<file path="config.mk">
export PLATFORM = sky130hd
export DESIGN_NAME = ogc_cell
export DESIGN_NICKNAME = d
export VERILOG_FILES = /design/src/design/ogc_pkg.sv /design/src/design/ogc_cell.sv
export SDC_FILE = /design/constraint.sdc
export NUM_CORES = 1
export LEC_CHECK = 0
export BUFFER_PORTS_ARGS = -buffer_cell sky130_fd_sc_hd__buf_4
export CORE_MARGIN = 2
export CORE_UTILIZATION = 35
export DETAILED_ROUTE_END_ITERATION = 8
export SLEW_MARGIN = 15
export SYNTH_ARGS = -nofsm -noshare
export SYNTH_HDL_FRONTEND = slang
export SYNTH_SLANG_ARGS = --single-unit
</file>
<file path="constraint.sdc">
create_clock -name clock -period 4.4 [get_ports clock]
set_input_delay 0.66 -clock clock [delete_from_list [all_inputs] [get_ports clock]]
set_output_delay 0.66 -clock clock [all_outputs]
set_load 0.1 [all_outputs]
</file>
<file path="src/design/ogc_pkg.sv">
// ----------------------------------------------------------------------------
// ogc_pkg: shared definitions for the online greater-count block
// Sizes, saturation limits and the item token that travels the cell chain.
// ----------------------------------------------------------------------------
package ogc_pkg;

   localparam int CAPACITY = 1024;

   localparam int KEY_W    = 32;
   localparam int CNT_W    = $clog2(CAPACITY + 1);
   localparam int IDX_W    = (CAPACITY > 2) ? $clog2(CAPACITY) : 1;
   localparam int GCOUNT_W = 10;
   localparam int RTOTAL_W = 19;
   localparam int TOTAL_W  = 20;
   localparam int SUM_W    = TOTAL_W + 1;

   localparam logic [31:0]        GCOUNT_MAX = 32'd1023;
   localparam logic [TOTAL_W-1:0] TOTAL_MAX  = 20'hFFFFF;
   localparam logic [TOTAL_W-1:0] RTOTAL_MAX = 20'h7FFFF;

   // One item as it moves from cell to cell.
   typedef struct packed {
      logic                    valid;
      logic                    restart;
      logic                    full;
      logic [CNT_W-1:0]        slot;
      logic [CNT_W-1:0]        hits;
      logic signed [KEY_W-1:0] key;
   } tok_type;

endpackage

</file>
<file path="src/design/ogc_cell.sv">
// ----------------------------------------------------------------------------
// ogc_cell: one slot of the key store
// Holds one key, counts a passing item if its key is smaller, and captures
// the item's key when the item was assigned to this slot.
// ----------------------------------------------------------------------------
module ogc_cell
   import ogc_pkg::*;
(
   input  logic                  clock,
   input  logic                  reset,
   input  logic                  advance,
   input  logic [IDX_W-1:0]      cell_index,
   input  ogc_pkg::tok_type      up_tok,
   output ogc_pkg::tok_type      down_tok
);

   tok_type                 tok_ff;
   tok_type                 tok_in;
   logic signed [KEY_W-1:0] stored_key_ff;
   logic                    occupied;
   logic                    write_here;

   always_comb begin
      // Slots below the item's own slot were filled by earlier items.
      occupied   = up_tok.valid && !up_tok.full && (CNT_W'(cell_index) < up_tok.slot);
      write_here = up_tok.valid && !up_tok.full && (CNT_W'(cell_index) == up_tok.slot);
      tok_in     = up_tok;
      if (occupied && (stored_key_ff > $signed(up_tok.key))) begin
         tok_in.hits = up_tok.hits + CNT_W'(1);
      end
   end

   always_ff @(posedge clock) begin
      if (reset) begin
         tok_ff.valid <= 1'b0;
      end else if (advance) begin
         tok_ff <= tok_in;
      end
   end

   always_ff @(posedge clock) begin
      if (advance && write_here) begin
         stored_key_ff <= up_tok.key;
      end
   end

   assign down_tok = tok_ff;

endmodule

</file>
# After elaboration in Yosys (flattened, before gate mapping)
# Cells that the tools add are included.
[totals]
regBits = 89
latchBits = 0
ram_bits = 0
mem_bits_ro = 0
inputBits = 70
n_memories = 0
[op_classes]
n_addsub = 1
mul = 0
n_div = 0
n_lt_le_gt_ge = 2
n_eq_ne = 1
shifts = 0
n_mux = 1
bitwise_logic = 1
reduce_logical = 7
[op_table]
columns = ["operator", "n"]
rows = [
  ["$gt A32 B32 Y1", 1],
  ["$add A11 B1 Y11 const B", 1],
  ["$eq A10 B11 Y1", 1],
  ["$lt A10 B11 Y1", 1],
  ["$mux W11", 1],
  ["$logic_and A1 B1 Y1", 5],
  ["$reduce_and A2 Y1", 1],
  ["$logic_not A1 Y1", 1],
  ["$not A1 Y1", 1],
]

# Depth between registers and ports, before layout
# Gate-level depths: netlist of the first run.
[depth]
ltp_word = 5
mapped_depth = 10

# Worst setup path after synthesis of the first run
# No wires, ideal clock.
[synth_path]
path_type = "input port to flip-flop"
from = "in up_tok[51] in the netlist's numbering"
to = "reg stored_key_ff[0] (enable)"
arrival_time_ps = 4264
setup_slack_ps = -365
path_stages = 4
n_path_buf = 0
cell_sequence = "inv_1 -> ha_1 -> nand4b_1 -> nor4_1"
[synth_between]
elab_chain_len = 3
[synth_lines]
columns = ["element", "line_no", "rtl"]
rows = [
  ["start: declaration", "ogc_cell.sv:13", "input ogc_pkg::tok_type up_tok,"],
  ["$eq A10 B11 Y1", "ogc_cell.sv:26", "write_here = up_tok.valid && !up_tok.full && (CNT_W'(cell_index) == up_tok.slot);"],
  ["$logic_and A1 B1 Y1", "ogc_cell.sv:26", ""],
  ["$logic_and A1 B1 Y1", "ogc_cell.sv:42", "if (advance && write_here) begin"],
  ["end signal: assignment", "ogc_cell.sv:43", "stored_key_ff <= up_tok.key;"],
  ["end: declaration", "ogc_cell.sv:19", "logic signed [KEY_W-1:0] stored_key_ff;"],
]
# Every way passes these cells.
# A chain may end at the register's enable or synchronous reset.

==> impl_metrics.env, run 1 <==
export IMPL_outcome="completed"
export IMPL_cts_setup_buffers=0
export IMPL_core_area_mm2=0.0114
export IMPL_fin_ws_ns=1.35
export IMPL_place_hpwl_um=6180
export IMPL_drtAntennaViolNets=0
export IMPL_peakVddDrop_mv=0.222
export IMPL_power_leakage_uw=0.00238
export IMPL_yosys_top_cells_area="edfxtp_1 65%, ha_1 13%, inv_1 4.1%, xor2_1 2.1%, a21oi_1 2.1%"
export IMPL_grt_pass1_wl_um=13500
export IMPL_setup_tns_ns=0
export IMPL_die_w_um=112
export IMPL_nets=539
export IMPL_finalHoldViolCount=0
export IMPL_reg2reg_depth=7
export IMPL_p_per_area_mw_per_mm2=394
export IMPL_cp_max_fo=9
export IMPL_fill_cells=1061
export IMPL_syn_num_nets=401
export IMPL_hold_path_depth=2
export IMPL_antenna_found_initial=0
export IMPL_cts_root_buf="clkbuf_16"
export IMPL_holdCritPathClass="register to register"
export IMPL_first_pass_iters=4
export IMPL_ys_flop_type="edfxtp_1"
export IMPL_place_ws_ns=0.932
export IMPL_synth_distinct_cells=38
export IMPL_seq_area_mm2=0.00266
export IMPL_setup_viol=0
export IMPL_initial_utilization_pct=35.8
export IMPL_numCtsBuffers=9
export IMPL_grt_pass1_vias=2742
export IMPL_synth_edf_count=88
export IMPL_avgSynthCellArea_um2=14.2
export IMPL_crit_chain="buf_4 -> inv_1 -> ha_1 -> nand4_1 -> nor4_1 -> o41a_1 -> or3_1 -> a21oi_1 -> mux2_2"
export IMPL_ys_warn_count=0
export IMPL_diodes=0
export IMPL_path_class="input port to register"
export IMPL_fin_cells=574
export IMPL_synth_top_area_share_pct=64.7
export IMPL_clk_latency_ns=0.34
export IMPL_die_area_mm2=0.0126
export IMPL_wire_per_inst_um=14.4
export IMPL_rsz0062_at_grt="no"
export IMPL_async_flop_share_pct=0
export IMPL_min_period_ns=3.05
export IMPL_vias=2695
export IMPL_fin_skew_ns=0.00520
export IMPL_netlist_area_mm2=0.00409
export IMPL_crit_path_top_delay_cell="nor4_1"
export IMPL_htreeDepth=3
export IMPL_synthCells=288
export IMPL_critPathArrivalTime_ns=3.14
export IMPL_worst_slew_pin_slew_ns=0.928
export IMPL_grt_max_degree=33
export IMPL_grt_ovfl_total=0
export IMPL_cts_sinks=89
export IMPL_period_share_pct=69.3
export IMPL_drt_total_wl_um=8290
export IMPL_io_pins=127
export IMPL_placed_cells=558
export IMPL_slowest_delay_ns=0.59
export IMPL_drive_gt1_share_pct=35.0
export IMPL_crit_path_end_kind="register"
export IMPL_cts_tree="built"
export IMPL_fin_area_mm2=0.00552
export IMPL_maxCapViolCount=0
export IMPL_gp_congestion=0.776
export IMPL_grtUsageTotal_pct=13.7
export IMPL_fp_dieH_um=112
export IMPL_synth_top_cell_by_area="edfxtp_1"
export IMPL_crit_path_start_kind="input port"
export IMPL_clkTransAtPathRegs_ns=0.06
export IMPL_maxSlewHeadroom_pct=38.0
export IMPL_multi_input_area_mm2=0.00127
export IMPL_clock_fmax_mhz=328
export IMPL_required_ns=4.49
export IMPL_slew_viol_final=0
export IMPL_vias_per_cell=4.70
export IMPL_drc=0
export IMPL_port_buffers=126
export IMPL_cts_resized=0
export IMPL_drt_iter0_drc=74
export IMPL_postCtsHoldBufs=0
export IMPL_finalPower_uw=2170
export IMPL_synth_seq_cells=89
export IMPL_areaGrowthSynthToFinish_pct=35.0
export IMPL_rows=39
export IMPL_synth_seq_area_share_pct=65.2
export IMPL_clock_path_buffers=2
export IMPL_dpl_cell_area_mm2=0.00524
-- cells by family (layout without fill, tap and decap cells) --
family / after synthesis / count (layout) / synth area share (%)
adder cells (fa/ha/maj): 43 / 43 / 13.2
XOR/XNOR: 10 / 10 / 2.14
AND/OR/NAND/NOR: 53 / 53 / 6.86
AO/OA/AOI/OAI: 45 / 45 / 7.75
flip-flops: 89 / 89 / 65.2
buffers and inverters: 46 / 189 / 4.41
multiplexers: 2 / 2 / 0.521
-- worst max-delay path: cells and delay by family --
kind,cells,cell delay (ns)
AOI/OAI and AO/OA,2,0.50
adders and majority gates,1,0.40
buffers and inverters,2,0.13
muxes,1,0.31
and+or+nand+nor,3,1.15
-- synthesized netlist by cell type, drive strengths merged (2+ instances only) --
cell	n
nand3	9
xor2	10
a211oi	5
a21oi	19
o21ai	6
edfxtp	88
nand2	14
nor2b	4
inv	45
a2111oi	3
nor2	5
nor3	2
o211ai	2
nor4	2
or3	2
nand4	9
ha	43
a21o	3
nand4b	2
-- per-layer routing --
layer	part of all wire, %	vias up	global-route usage [%]
met5	0	-	0
met4	1.2	0	4.96
met3	6.6	9	5.08
met2	46	78	21.2
met1	46	1261	17.8
li1	-	1347	-
-- through the flow --
step	utilization, %	hold WS (ns)
3_5_place_dp	45.9	0.462
2_1_floorplan	-	0.729
5_1_grt	48.3	0.476
3_3_place_gp	45.9	0.459
4_1_cts	48.3	0.475
6_report	48.3	0.473
-- final cells by class --
| class | count | area share, % |
|---|---|---|
| Inverter | 45 | 3.06 |
| Clock inverter | 4 | 0.794 |
| Timing Repair Buffer | 128 | 17.4 |
| Tap cell | 143 | 3.24 |
| Multi-Input combinational cell | 153 | 22.9 |
| Sequential cell | 89 | 48.3 |
| Clock buffer | 12 | 4.29 |
-- where the power goes --
| group | internal [uW] | switching [uW] |
|---|---|---|
| sequential | 972 | 9.71 |
| clock | 437 | 301 |
| combinational | 114 | 340 |
| total | 1520 | 651 |
-- worst paths after layout --
| kind | start | end | slack (ns) |
|---|---|---|---|
| setup / recovery | up_tok[31] | down_tok[33] | 1.35 |
| hold / removal | down_tok[56] | down_tok[56] | 0.47 |
| setup reg to reg | stored_key_ff[31] | down_tok[33] | 1.41 |
| hold reg to reg | down_tok[56] | down_tok[56] | 0.47 |
-- registers in the layout, summed over array words and instances (netlist names) --
signal,count
stored_key_ff,32
down_tok,57
-- cell usage in the layout, fill, tap and decap left out, types with 3 or more instances in the layout --
| master | count |
|---|---|
| a2111oi_2 | 3 |
| a211oi_1 | 5 |
| a21o_1 | 3 |
| a21oi_1 | 17 |
| buf_4 | 128 |
| clkbuf_1 | 3 |
| clkbuf_16 | 9 |
| edfxtp_1 | 88 |
| ha_1 | 43 |
| inv_1 | 45 |
| nand2_1 | 13 |
| nand3_1 | 9 |
| nand4_1 | 9 |
| nor2_1 | 5 |
| nor2b_1 | 3 |
| o21ai_0 | 4 |
| xor2_1 | 10 |
Power figures use the tool's default switching activity.
==> run 2: changes to the inputs <==
==> constraint.sdc (replaced) <==
create_clock -name clock -period 2.6 [get_ports clock]
set_input_delay 0.39 -clock clock [delete_from_list [all_inputs] [get_ports clock]]
set_output_delay 0.39 -clock clock [all_outputs]
set_load 0.1 [all_outputs]
==> run 2 against run 1 <==
The flow now finishes with violations (negative setup slack). Non-clock buffer count up 33. Die area unchanged. Setup slack worse by 1.4 ns. Design area up 8.0%. Clock skew up 0.0014 ns. Critical path type is now register to register. Critical endpoint unchanged. Largest cell class unchanged. Largest power group unchanged.
==> impl_metrics.env, run 2 (synthesized netlist as in run 1, its figures left out) <==
export IMPL_outcome="finished, violations left"
export IMPL_violations="negative setup slack"
export IMPL_core_area_mm2=0.0114
export IMPL_layout_commonest_cell="buf_4"
export IMPL_fin_ws_ns=-0.0860
export IMPL_finalPower_uw=3620
export IMPL_crit_family="compound AO/OA/AOI/OAI gates"
export IMPL_cp_max_fo=9
export IMPL_clkTransAtPathRegs_ns=0.06
export IMPL_htreeDepth=3
export IMPL_peakVddDrop_mv=0.311
export IMPL_maxCapViolCount=0
export IMPL_antenna_found_initial=0
export IMPL_cts_tree="built"
export IMPL_p_per_area_mw_per_mm2=608
export IMPL_drt_iter0_drc=57
export IMPL_critPathArrivalTime_ns=2.78
export IMPL_vias=2799
export IMPL_nets=572
export IMPL_drive_gt1_share_pct=43.1
export IMPL_initial_utilization_pct=35.8
export IMPL_cts_sinks=89
export IMPL_setup_viol=6
export IMPL_clock_fmax_mhz=372
export IMPL_fin_skew_ns=0.00659
export IMPL_clock_path_buffers=2
export IMPL_clk_latency_ns=0.34
export IMPL_drtAntennaViolNets=0
export IMPL_areaGrowthSynthToFinish_pct=45.8
export IMPL_largest_reg_flops=57
export IMPL_setup_tns_ns=-0.242
export IMPL_holdCritPathClass="input port to register"
export IMPL_finalHoldViolCount=0
export IMPL_drc=0
export IMPL_first_pass_iters=4
export IMPL_grt_max_degree=57
export IMPL_io_pins=127
export IMPL_numCtsBuffers=9
export IMPL_grtUsageTotal_pct=14.6
export IMPL_rsz0062_at_grt="yes"
export IMPL_fill_cells=994
export IMPL_crit_chain="ha_1 -> nand4_1 -> nor2_1 -> o2bb2ai_1 -> o41a_1 -> or3_4 -> buf_8 -> a21oi_4 -> mux2_2"
export IMPL_grt_ovfl_total=0
export IMPL_required_ns=2.69
export IMPL_grt_pass1_vias=2892
export IMPL_fp_dieH_um=112
export IMPL_cts_root_buf="clkbuf_16"
export IMPL_crit_path_start_kind="register"
export IMPL_gp_congestion=0.792
export IMPL_layout_common_cells="158 x buf_4, 88 x edfxtp_1, 45 x inv_1"
export IMPL_diodes=0
export IMPL_grt_pass1_wl_um=14400
export IMPL_rows=39
export IMPL_die_w_um=112
export IMPL_min_period_ns=2.69
export IMPL_vias_per_cell=4.63
export IMPL_maxSlewHeadroom_pct=69.4
export IMPL_r2r_slack_ns=-0.09
export IMPL_worst_slew_pin_slew_ns=0.457
export IMPL_seq_area_mm2=0.00266
export IMPL_crit_path_end_kind="register"
export IMPL_slew_viol_final=0
export IMPL_crit_path_top_delay_cell="o41a_1"
export IMPL_path_buf_inv=1
export IMPL_port_buffers=126
export IMPL_period_share_pct=103
export IMPL_place_hpwl_um=6400
export IMPL_multi_input_area_mm2=0.00146
export IMPL_power_leakage_uw=0.00256
export IMPL_die_area_mm2=0.0126
export IMPL_drt_total_wl_um=8820
export IMPL_slowest_delay_ns=0.41
export IMPL_path_class="register to register"
export IMPL_wire_per_inst_um=14.6
export IMPL_postCtsHoldBufs=0
run 2: changes by cell type in the layout (fill, tap and decap cells not counted), moves of 2 or more:
| cell | change |
|---|---|
| a2111oi_2 | -3 |
| a2111oi_4 | +3 |
| a21oi_1 | -3 |
| a21oi_2 | +2 |
| buf_12 | +2 |
| buf_4 | +30 |
| clkbuf_1 | -2 |
| ha_1 | -8 |
| ha_4 | +8 |
run 2: worst paths after layout:
path | cells after the start | end | from
max | 9 | down_tok[33] | stored_key_ff[15]
min | 1 | down_tok[55] | up_tok[55]
max reg2reg | 9 | down_tok[33] | stored_key_ff[15]
min reg2reg | 2 | down_tok[56] | down_tok[56]
run 2: layout make-up:
cell class	instances	share of cell area, %
inverters	45	2.83
clock inverters	4	0.378
multi-input cells	153	24.4
repair buffers	161	20.8
flip-flops and latches	89	44.7
well taps	143	3.00
clock buffers	10	3.84
run 2: metal layers:
metal,up-vias,track usage [%],share of wire [%]
met5,-,0,0
met4,0,7.07,2.2
met3,12,2.92,5.0
met2,74,23.3,48
met1,1301,19.3,45
li1,1412,-,-
run 2: where the power goes:
part | internal, uW | switching [uW] | leakage (uW) | total, uW
Combinational | 232 | 595 | 0.00161 | 827
Clock | 631 | 504 | 0.000124 | 1130
Sequential | 1650 | 16.9 | 0.000821 | 1660
run 2: worst reg2reg max path, stage by stage (launching register included):
cell and delay (ns):
edfxtp_1 0.37, ha_1 0.30, nand4_1 0.15, nor2_1 0.07, o2bb2ai_1 0.12, o41a_1 0.41
or3_4 0.36, buf_8 0.16, a21oi_4 0.16, mux2_2 0.35
run 2: repair_timing:
item                       in CTS  in global routing
resized for setup              16                  5
buffers inserted                1                  2
pin swaps                       6                  4
gates cloned                    0                  0
setup endpoints to repair       9                  9
run 2: per-stage QoR:
stage / area [um2] / worst slack (ns) / cells / hold slack [ns] / util, %
floorplan: 4120 / -0.0506 / 288 / 0.459 / -
global placement: 5500 / -0.319 / 588 / 0.461 / 48.2
CTS: 5900 / -0.0997 / 603 / 0.210 / 51.6
global route: 5960 / -0.189 / 605 / 0.222 / 52.2
detailed placement: 5500 / -0.409 / 588 / 0.470 / 48.2
finish: 5960 / -0.0860 / 605 / 0.225 / 52.2
