<file path="config.mk">
export PLATFORM = sky130hd
export DESIGN_NAME = ogc_total_flat
export DESIGN_NICKNAME = d
export VERILOG_FILES = /design/src/design/ogc_pkg.sv /design/src/design/ogc_rsp_if.sv /design/src/design/ogc_total.sv /design/src/flat_wrapper.sv
export SDC_FILE = /design/constraint.sdc
export NUM_CORES = 1
export LEC_CHECK = 0
export ABC_AREA = 1
export BUFFER_PORTS_ARGS = -buffer_cell sky130_fd_sc_hd__buf_2
export CAP_MARGIN = 20
export CORE_MARGIN = 1
export CORE_UTILIZATION = 30
export DETAILED_ROUTE_END_ITERATION = 6
export HOLD_SLACK_MARGIN = 0.05
export PLACE_DENSITY = 0.59
export SLEW_MARGIN = 25
export SYNTH_ARGS = -nofsm -noshare
export SYNTH_HDL_FRONTEND = slang
export SYNTH_SLANG_ARGS = --single-unit
</file>
<file path="constraint.sdc">
create_clock -name clock -period 5.47 [get_ports clock]
set_input_delay 0.8205 -clock clock [delete_from_list [all_inputs] [get_ports clock]]
set_output_delay 0.8205 -clock clock [all_outputs]
set_load 0.01 [all_outputs]
</file>
<file path="src/design/ogc_pkg.sv">
// ----------------------------------------------------------------------------
// ogc_pkg: shared definitions for the online greater-count block
// Sizes, saturation limits and the item token that travels the cell chain.
// ----------------------------------------------------------------------------
package ogc_pkg;

   localparam int CAPACITY = 1024;

   localparam int KEY_W    = 32;
   localparam int CNT_W    = $clog2(CAPACITY + 1);
   localparam int IDX_W    = (CAPACITY > 2) ? $clog2(CAPACITY) : 1;
   localparam int GCOUNT_W = 10;
   localparam int RTOTAL_W = 19;
   localparam int TOTAL_W  = 20;
   localparam int SUM_W    = TOTAL_W + 1;

   localparam logic [31:0]        GCOUNT_MAX = 32'd1023;
   localparam logic [TOTAL_W-1:0] TOTAL_MAX  = 20'hFFFFF;
   localparam logic [TOTAL_W-1:0] RTOTAL_MAX = 20'h7FFFF;

   // One item as it moves from cell to cell.
   typedef struct packed {
      logic                    valid;
      logic                    restart;
      logic                    full;
      logic [CNT_W-1:0]        slot;
      logic [CNT_W-1:0]        hits;
      logic signed [KEY_W-1:0] key;
   } tok_type;

endpackage

</file>
<file path="src/design/ogc_rsp_if.sv">
// ----------------------------------------------------------------------------
// ogc_rsp_if: result channel
// Valid/ready channel that carries the count, the running total and full flag.
// ----------------------------------------------------------------------------
interface ogc_rsp_if;
   import ogc_pkg::*;

   logic                  valid;
   logic                  ready;
   logic [GCOUNT_W-1:0]   greater_count;
   logic [RTOTAL_W-1:0]   running_total;
   logic                  full_res;

   modport source (output valid, output greater_count, output running_total,
                   output full_res, input ready);
   modport sink   (input valid, input greater_count, input running_total,
                   input full_res, output ready);

endinterface

</file>
<file path="src/design/ogc_total.sv">
// ----------------------------------------------------------------------------
// ogc_total: running total and result register
// Folds each finished item into the saturating total and holds the result.
// ----------------------------------------------------------------------------
module ogc_total
   import ogc_pkg::*;
(
   input  logic             clock,
   input  logic             reset,
   input  logic             advance,
   input  ogc_pkg::tok_type tail_tok,
   ogc_rsp_if.source        rsp
);

   logic                rsp_valid_ff;
   logic [GCOUNT_W-1:0] greater_ff;
   logic [RTOTAL_W-1:0] running_ff;
   logic                full_ff;
   logic [TOTAL_W-1:0]  total_ff;
   logic [TOTAL_W-1:0]  total_in;
   logic [TOTAL_W-1:0]  base_total;
   logic [SUM_W-1:0]    sum;
   logic [GCOUNT_W-1:0] greater_in;
   logic [RTOTAL_W-1:0] running_in;

   always_comb begin
      base_total = tail_tok.restart ? '0 : total_ff;
      sum        = SUM_W'(base_total) + SUM_W'(tail_tok.hits);
      if (tail_tok.full) begin
         total_in = base_total;
      end else if (sum > SUM_W'(TOTAL_MAX)) begin
         total_in = TOTAL_MAX;
      end else begin
         total_in = sum[TOTAL_W-1:0];
      end
      if (tail_tok.full) begin
         greater_in = '0;
      end else if (32'(tail_tok.hits) > GCOUNT_MAX) begin
         greater_in = GCOUNT_W'(GCOUNT_MAX);
      end else begin
         greater_in = GCOUNT_W'(tail_tok.hits);
      end
      if (total_in > RTOTAL_MAX) begin
         running_in = RTOTAL_MAX[RTOTAL_W-1:0];
      end else begin
         running_in = total_in[RTOTAL_W-1:0];
      end
   end

   always_ff @(posedge clock) begin
      if (reset) begin
         rsp_valid_ff <= 1'b0;
         total_ff     <= '0;
      end else if (advance) begin
         rsp_valid_ff <= tail_tok.valid;
         if (tail_tok.valid) begin
            total_ff <= total_in;
         end
      end
   end

   always_ff @(posedge clock) begin
      if (advance && tail_tok.valid) begin
         greater_ff <= greater_in;
         running_ff <= running_in;
         full_ff    <= tail_tok.full;
      end
   end

   assign rsp.valid         = rsp_valid_ff;
   assign rsp.greater_count = greater_ff;
   assign rsp.running_total = running_ff;
   assign rsp.full_res      = full_ff;

endmodule

</file>
<file path="src/flat_wrapper.sv">
// flat-port wrapper written by rule: the top's interface ports become plain ports
module ogc_total_flat import ogc_pkg::*;
  (clock, reset, advance, tail_tok, rsp_valid, rsp_greater_count, rsp_running_total, rsp_full_res, rsp_ready);
  ogc_rsp_if rsp_i ();
  input  logic clock;
  input  logic reset;
  input  logic advance;
  input  ogc_pkg::tok_type tail_tok;
  output wire logic [$bits(rsp_i.valid)-1:0] rsp_valid;
  output wire logic [$bits(rsp_i.greater_count)-1:0] rsp_greater_count;
  output wire logic [$bits(rsp_i.running_total)-1:0] rsp_running_total;
  output wire logic [$bits(rsp_i.full_res)-1:0] rsp_full_res;
  input wire logic [$bits(rsp_i.ready)-1:0] rsp_ready;
  assign rsp_valid = rsp_i.valid;
  assign rsp_greater_count = rsp_i.greater_count;
  assign rsp_running_total = rsp_i.running_total;
  assign rsp_full_res = rsp_i.full_res;
  assign rsp_i.ready = rsp_ready;
  ogc_total u_core (.clock(clock), .reset(reset), .advance(advance), .tail_tok(tail_tok), .rsp(rsp_i));
endmodule
</file>
# After elaboration in Yosys (flattened, before gate mapping)
# Index checks and enable logic that the tools add are counted.
dict set report classes {
  magnitude_cmp 3
  addsub 1
  n_reduce_logical 2
  n_mux 4
}
# operator n
set op_table {}
lappend op_table {{$mux 20} 3}
lappend op_table {{$add 20x11->21} 1}
lappend op_table {{$gt 21x20->1 const B} 1}
lappend op_table {{$gt 20x19->1 const B} 1}
lappend op_table {{$gt 11x10->1 const B} 1}
lappend op_table {{$mux 10} 1}
lappend op_table {{$reduce_and 2->1} 1}
lappend op_table {{$logic_and 1x1->1} 1}
dict set report word_totals {
  out_inout_bits 31
  word_cells 15
  input_bits 61
  reg_bits 51
}

# Logic depth before layout (Yosys ltp)
# Gate-level depths: netlist of the first run.
dict set report depth {
  word_depth 6
  mapped_depth 17
}

# Least setup slack after synthesis of the first run
# No wires, ideal clock.
dict set report synth_timing {
  path_type {input -> register}
  from {in tail_tok[55] (netlist name)}
  to {reg u_core.running_ff[13] (netlist: u_core.rsp.running_total[13]) (data pin)}
  path_slack_ns 2.561
  setup_ns 0.257
  stages 14
  arrival_ns 2.652
  path_cell_list {buf_6 -> clkbuf_1 -> nor2_1 -> ha_1 -> nand2_1 -> nor3_4 -> nand3_4 -> nand2_4 -> nand4_1 -> nand2_2 -> nand2_2 -> inv_4 -> buf_12 -> nand2_2}
}
dict set report synth_between {
  elab_chain_len 6
}
# item line
set synth_rtl {}
lappend synth_rtl {{start, declared} flat_wrapper.sv:8} ;# input ogc_pkg::tok_type tail_tok;
lappend synth_rtl {{$mux 20 (*)} ogc_total.sv:27} ;# base_total = tail_tok.restart ? '0 : total_ff;
lappend synth_rtl {{$add 20x11->21} ogc_total.sv:28} ;# sum = SUM_W'(base_total) + SUM_W'(tail_tok.hits);
lappend synth_rtl {{$gt 21x20->1} ogc_total.sv:31} ;# end else if (sum > SUM_W'(TOTAL_MAX)) begin
lappend synth_rtl {{$mux 20} ogc_total.sv:31}
lappend synth_rtl {{$mux 20 (*)} ogc_total.sv:29} ;# if (tail_tok.full) begin
lappend synth_rtl {{$gt 20x19->1} ogc_total.sv:43} ;# if (total_in > RTOTAL_MAX) begin
lappend synth_rtl {{end signal, assigned} ogc_total.sv:65} ;# running_ff <= running_in;
lappend synth_rtl {{end, declared} ogc_total.sv:17} ;# logic [RTOTAL_W-1:0] running_ff;
# Every way passes the cells marked *; elsewhere a longest branch is shown, timed or not.
# A chain may end at the register's enable or synchronous reset.

# Worst setup path in the final report of the first run
dict set report layout_timing {
  from {in tail_tok[55] (netlist name)}
  to {reg u_core.running_ff[4] (netlist: u_core.rsp.running_total[4]) (data pin)}
}
# Same word-level chain as after synthesis.

==> run summary, run 1 <==
CTS tree - done
final hold vios - 0
Root Driver - clkbuf_8
Max-Cap Viols - 0
Die Height - 104 um
Worst EP required - 5.52 ns
Power Density - 227 nW/um^2
Routed Wire Length - 7200 um
Synth Area in XOR/XNOR - 0.0279
Routed Antenna Nets - 0
row count - 36
Synth cell types - 34
Clk Latency, worst-skew pair - 0.31 ns
Synth Area in Adders - 0.0303
Slew @ Worst Pin - 0.658 ns
CTS clk-pin slew, worst paths - 0.09 ns
RSZ-0062 raised after global routing - false
mux share of post-synthesis cell area - 0
Startpoint Class - input pin
Post-CTS Hold Buffers - 0
status - finished, final reports clean
Post-CTS Resized - 0
Primary FF master, synth - edfxtp_1
Synth Cell Area - 3140 um^2
cts bufs inserted - 5
HP Class - reg2reg
vias post-DR - 2630
# IOs - 92
area share of and/or/nand/nor cells after synthesis - 0.333
period utilisation layout - 0.523
compound-cell area share of the yosys netlist - 0.119
VDD IR-drop max - 0.0000837 V
post-layout min period - 2.86 ns
share of the synthesized area in the top cell type - 0.287
core area - 9950 um^2
worst setup path class - in2reg
global-route wire length before repair - 12300 um
Worst Setup End Kind - flip-flop
Layout Skew - 0.00868 ns
hpwl dp - 5070 um
wire per inst - 12.7 um
Max Slew Vio Count - 0
vias in the first global route - 2560
sequential share of the synthesized area - 0.421
fin nets - 501
Clock Tree Buf Depth - 2
CTS H-tree lvls - 2
area growth from synthesis to layout - 13.1%
largest family of logic cells by synthesized area - simple AND/OR/NAND/NOR gates
layout cells sized above 1 - 0.247
Die Area - 10900 um^2
PortBufs - 47
Global Route Usage Sum - 0.141
asr flop ratio synth - 0
top-count cell post-synth - nand2_1
DRC violations left - 0
relative slew slack - 0.562
reg2reg setup slack - 3.16 ns
overall power - 0.806 mW
P_leak - 1.59 nW
Post-Syn Instances - 390
Setup Buffers After CTS - 0
post-synth top area cell - edfxtp_1
chip width - 104 um
number of synthesized flops with an enable pin - 30
YS warnings - 0
ranking of synthesized cells by area - edfxtp_1 29%, dfxtp_1 13%, nand2_1 11%
crit path max fanout - 20
worst setup margin - 2.61 ns
Post-synth top cells - 92 x nand2_1, 40 x nor2_1, 33 x inv_1
Avg Cell Area, Syn - 8.06 um^2
CTS Sinks - 51
DR iter-0 viols - 117
syn_nets - 458
Finish-stage setup viols - 0
total grt overflow - 0
filler cell count - 1046
starting density of the core - 0.316
initial antenna violation count - 0
largest net degree at the start of global routing - 63
Yosys reg bits - 51
Setup Total Neg Slack - 0 ns
Via density - 4.64
fmax - 350 MHz
pre-CTS setup slack - 2.28 ns
drt pass-1 iters - 5
Antenna diodes - 0
GPL Wtd Cong - 0.866
CP arrival - 2.91 ns
==> routing by layer <==
metal	vias up	wire, um	global-route usage
met2	51	3340	0.235
met4	0	96	0.0429
li1	1368	-	-
met1	1206	3500	0.186
met3	5	261	0.0207
met5	-	0	0
==> layout make-up <==
type / instances / area, um^2 / area share
multi-input cells: 290 / 1600 / 0.451
flip-flops and latches: 51 / 1320 / 0.372
repair buffers: 47 / 235 / 0.0662
well taps: 133 / 166 / 0.0468
inverters: 38 / 148 / 0.0415
clock buffers: 6 / 72.6 / 0.0204
clock inverters: 2 / 8.76 / 0.00246
==> final timing paths <==
path	from	endpoint	cells past startpoint
hold / removal	u_core.rsp.valid	u_core.rsp.valid	2
setup / recovery	tail_tok[55]	u_core.rsp.running_total[4]	14
setup reg to reg	u_core.total_ff[1]	u_core.rsp.running_total[4]	15
hold reg to reg	u_core.rsp.valid	u_core.rsp.valid	2
==> through the flow <==
step	hold WS [ns]	util	area, um^2	std cells
after floorplan	0.477	-	3140	390
after CTS	0.467	0.357	3550	567
after global placement	0.443	0.349	3470	559
after global routing	0.503	0.357	3550	567
final	0.466	0.357	3550	567
after detailed placement	0.446	0.349	3470	559
==> kinds of logic after synthesis <==
group	count (synthesis)
adder cells (fa/ha/maj)	7
AO/OA/AOI/OAI	71
XOR/XNOR	10
flip-flops	51
buffers and inverters	49
AND/OR/NAND/NOR	202
==> worst max-delay path: stages <==
cell and delay [ns]:
buf_2 0.36, nor2_1 0.16, ha_1 0.30, a21oi_1 0.08
a21oi_2 0.23, nand2_2 0.09, nand2_4 0.09, nand3_4 0.07
nand2_4 0.10, nand4_1 0.10, nand2_2 0.11, nand2_2 0.07
inv_4 0.22, nand2_1 0.10
==> cell usage in the layout (no fill, tap or decap), drive strengths merged <==
cell / count
o21a: 2
and3: 2
buf: 47
clkinv: 2
nand2: 121
nand3: 20
inv: 38
nand4: 5
clkbuf: 6
o21bai: 1
a21oi: 33
fa: 1
ha: 6
xor2: 10
edfxtp: 30
nor4: 2
o21ai: 35
dfxtp: 21
nand3b: 6
nor3: 1
nor2: 45
==> where the power goes <==
group / total, mW / internal [mW] / switching, mW
logic: 0.145 / 0.0478 / 0.0976
clock network: 0.218 / 0.0885 / 0.129
registers: 0.443 / 0.433 / 0.00972
total: 0.806 / 0.569 / 0.236
==> flip-flops by register name (all words and copies together), names as in the netlist <==
| register | count |
|---|---|
| u_core.rsp.full_res | 1 |
| u_core.rsp.greater_count | 10 |
| u_core.rsp.running_total | 19 |
| u_core.rsp.valid | 1 |
| u_core.total_ff | 20 |
No activity file was read; power rests on OpenSTA's default activity.
==> run 2, diff against run 1 <==
--- a/config.mk
+++ b/config.mk
@@ -5,14 +5,14 @@
 export SDC_FILE = /design/constraint.sdc
 export NUM_CORES = 1
 export LEC_CHECK = 0
-export ABC_AREA = 1
+export ABC_AREA = 0
 export BUFFER_PORTS_ARGS = -buffer_cell sky130_fd_sc_hd__buf_2
 export CAP_MARGIN = 20
 export CORE_MARGIN = 1
 export CORE_UTILIZATION = 30
 export DETAILED_ROUTE_END_ITERATION = 6
 export HOLD_SLACK_MARGIN = 0.05
-export PLACE_DENSITY = 0.59
+export PLACE_DENSITY = 0.6
 export SLEW_MARGIN = 25
 export SYNTH_ARGS = -nofsm -noshare
 export SYNTH_HDL_FRONTEND = slang
==> constraint.sdc (replaced) <==
create_clock -name clock -period 2.3 [get_ports clock]
set_input_delay 0.345 -clock clock [delete_from_list [all_inputs] [get_ports clock]]
set_output_delay 0.345 -clock clock [all_outputs]
set_load 0.01 [all_outputs]
==> run 2 against run 1 <==
Compared with the run above:
- the run now ends with negative setup slack left
- critical path depth down 2
- via count up 30%
- area after synthesis up 8.6%
- sequential share of layout area down 10 points
- combinational power rose to 2.9 times the previous value
- largest cell class unchanged
- sequential power up 130%
- worst hold slack worse by 0.13 ns
- final area up 39%
==> run summary, run 2 <==
hold path start - advance (was u_core.rsp.valid)
Worst Hold Path Cells - 3 (was 2)
PortBufs - 47 (unchanged)
Via density - 5.25 (was 4.64)
HP Class - in2reg (was reg2reg)
overall power - 2.29 mW (was 0.806 mW)
global-route wire length before repair - 17200 um (was 12300 um)
Clk Latency, worst-skew pair - 0.29 ns (was 0.31 ns)
top-count cell post-synth - nor2_1 (was nand2_1)
period utilisation layout - 1.30
P_leak - 1.95 nW (was 1.59 nW)
total grt overflow - 0 (unchanged)
filler cell count - 1072 (was 1046)
DR iter-0 viols - 140 (was 117)
core area - 11000 um^2 (was 9950 um^2)
relative slew slack - 0.564 (was 0.562)
GPL Wtd Cong - 0.906 (was 0.866)
share of the synthesized area in the top cell type - 0.264 (was 0.287)
Worst Setup End Kind - flip-flop (unchanged)
Hold Path Sink - u_core.rsp.valid (unchanged)
Clock Tree Buf Depth - 2 (unchanged)
CP arrival - 3.14 ns (was 2.91 ns)
Post-Syn Instances - 388 (was 390)
Largest delay share family, worst path - simple AND/OR/NAND/NOR gates (unchanged)
sequential share of the synthesized area - 0.387 (was 0.421)
capture point of the worst reg-to-reg path - u_core.total_ff[8] (was u_core.rsp.running_total[4])
layout cells sized above 1 - 0.419 (was 0.247)
most frequent CP cell - buf_4 (was nand2_2)
ranking of synthesized cells by area - edfxtp_1 26%, dfxtp_1 12%, nor2_1 5.3% (was edfxtp_1 29%, dfxtp_1 13%, nand2_1 11%)
chip width - 109 um (was 104 um)
Synth Area in Adders - 0.0308 (was 0.0303)
drt pass-1 iters - 4 (was 5)
CTS clk-pin slew, worst paths - 0.07 ns (was 0.09 ns)
Layout Skew - 0.00649 ns (was 0.00868 ns)
crit path max fanout - 5 (was 20)
reg2reg start - u_core.total_ff[0] (was u_core.total_ff[1])
commonest non-fill, non-tap cell in the layout - buf_4 (was nand2_1)
Finish-stage setup viols - 39 (was 0)
reg2reg setup slack - -0.69 ns (was 3.16 ns)
initial antenna violation count - 0 (unchanged)
Post-CTS Hold Buffers - 0 (unchanged)
post-synth top area cell - edfxtp_1 (unchanged)
RSZ-0062 raised after global routing - true (was false)
mux share of post-synthesis cell area - 0.0180 (was 0)
Synth cell types - 73 (was 34)
largest net degree at the start of global routing - 32 (was 63)
Routed Wire Length - 10500 um (was 7200 um)
vias post-DR - 3427 (was 2630)
Max-Cap Viols - 0 (unchanged)
area share of and/or/nand/nor cells after synthesis - 0.205 (was 0.333)
# IOs - 92 (unchanged)
Die Height - 109 um (was 104 um)
CP bufs+invs - 2 (unchanged)
final hold vios - 0 (unchanged)
worst setup margin - -0.692 ns (was 2.61 ns)
Worst EP required - 2.45 ns (was 5.52 ns)
Routed Antenna Nets - 0 (unchanged)
hpwl dp - 7510 um (was 5070 um)
slowest cell on the critical path - or3_1 (was buf_2)
area growth from synthesis to layout - 44.8% (was 13.1%)
Slew @ Worst Pin - 0.647 ns (was 0.658 ns)
status - finished with violations (was finished, final reports clean)
wire per inst - 16.1 um (was 12.7 um)
max reg flops - 20 (unchanged)
largest family of logic cells by synthesized area - compound AO/OA/AOI/OAI gates (was simple AND/OR/NAND/NOR gates)
Synth Area in XOR/XNOR - 0.0462 (was 0.0279)
Power Density - 464 nW/um^2 (was 227 nW/um^2)
Max Slew Vio Count - 0 (unchanged)
Largest Register - u_core.total_ff (unchanged)
fin nets - 581 (was 501)
YS warnings - 0 (unchanged)
cts bufs inserted - 5 (unchanged)
highest-count cells in the layout ignoring fill and taps - 90 x buf_4, 47 x buf_2, 42 x nor2_1 (was 92 x nand2_1, 47 x buf_2, 40 x nor2_1)
Root Driver - clkbuf_16 (was clkbuf_8)
row count - 38 (was 36)
vias in the first global route - 3561 (was 2560)
asr flop ratio synth - 0 (unchanged)
Global Route Usage Sum - 0.186 (was 0.141)
reg2reg path depth - 12 (was 15)
Primary FF master, synth - edfxtp_1 (unchanged)
DRC violations left - 0 (unchanged)
VDD IR-drop max - 0.000357 V (was 0.0000837 V)
Antenna diodes - 0 (unchanged)
CTS Sinks - 51 (unchanged)
number of synthesized flops with an enable pin - 30 (unchanged)
CTS tree - done (unchanged)
Avg Cell Area, Syn - 8.79 um^2 (was 8.06 um^2)
CTS H-tree lvls - 2 (unchanged)
peak per-stage delay on the critical path - 0.41 ns (was 0.36 ns)
fmax - 334 MHz
worst setup path class - reg2reg (was in2reg)
Synth Cell Area - 3410 um^2 (was 3140 um^2)
post-layout min period - 2.99 ns
Post-synth top cells - 48 x nor2_1, 33 x nand2_1, 31 x a21oi_1 (was 92 x nand2_1, 40 x nor2_1, 33 x inv_1)
Startpoint Class - flip-flop (was input pin)
Layout Cells excl Fill - 653 (was 567)
Yosys reg bits - 51 (unchanged)
critical path cell sequence - nor2b_4, ha_4, fa_2, and3_4, buf_4, or3_4, o2111a_2, o31a_1, or3_1, buf_4, a21oi_2, a2111oi_2 (was buf_2, nor2_1, ha_1, a21oi_1, a21oi_2, nand2_2, nand2_4, nand3_4, nand2_4, nand4_1, nand2_2, nand2_2, inv_4, nand2_1)
compound-cell area share of the yosys netlist - 0.267 (was 0.119)
starting density of the core - 0.311 (was 0.316)
syn_nets - 456 (was 458)
Die Area - 11800 um^2 (was 10900 um^2)
failing checks - negative setup slack
placed insts - 642 (was 559)
[run 2: metal layers]
layer	share of wire	track usage	wire, um
met3	0.035	0.0257	371
met1	0.44	0.228	4640
met4	0.022	0.0724	227
met2	0.50	0.328	5250
met5	0	0	0
[run 2: cells by family after synthesis]
logic type / after synthesis
fa+ha+maj: 8
flops: 51
xor+xnor: 18
simple gates: 139
compound gates: 130
mux: 6
buf+inv: 36
[run 2: worst min-delay path, stage by stage]
cell      delay, ns
buf_2          0.09
nand2b_1       0.09
a21oi_1        0.06
[run 2: repair_timing]
| action | in CTS | in global routing |
|---|---|---|
| setup endpoints to repair | 39 | 39 |
| pin swaps | 14 | 3 |
| gates resized for setup | 20 | 16 |
| setup buffers | 3 | 1 |
[run 2: through the flow]
stage	hold WS (ns)	util	area (um^2)	setup TNS, ns	setup slack [ns]
finish	0.334	0.450	4940	-20.48	-0.692
global route	0.359	0.450	4940	-24.59	-0.774
CTS	0.334	0.443	4860	-20.63	-0.654
detailed placement	0.454	0.415	4560	-30.93	-0.944
global placement	0.444	0.415	4560	-28.58	-0.881
floorplan	0.432	-	3610	-28.17	-1.00
[run 2: power breakdown]
part	internal [mW]	total (mW)	switching, mW
logic	0.183	0.424	0.241
clock network	0.508	0.843	0.335
registers	1.01	1.02	0.0139
total	1.70	2.29	0.590
[run 2: how the worst max path moves through the flow]
stage / startpoint / end / slack [ns] / cells after the start
floorplan: tail_tok[55] / u_core.rsp.running_total[10] / -1.00 / 14
global placement: tail_tok[55] / u_core.rsp.running_total[0] / -0.88 / 14
detailed placement: tail_tok[55] / u_core.rsp.running_total[1] / -0.94 / 14
CTS: u_core.total_ff[0] / u_core.rsp.running_total[10] / -0.65 / 11
global route: u_core.total_ff[0] / u_core.rsp.running_total[8] / -0.77 / 11
finish: u_core.total_ff[0] / u_core.total_ff[8] / -0.69 / 12
[run 2: final cells by class]
class                      instances  area, um^2  area share
tap                              140         175      0.0355
inverter                           9        33.8     0.00684
clock buffer                       5         125      0.0253
sequential                        51        1320       0.268
clock inverter                     2        37.5     0.00760
timing repair buffer             145        1020       0.206
multi-input combinational        301        2230       0.451
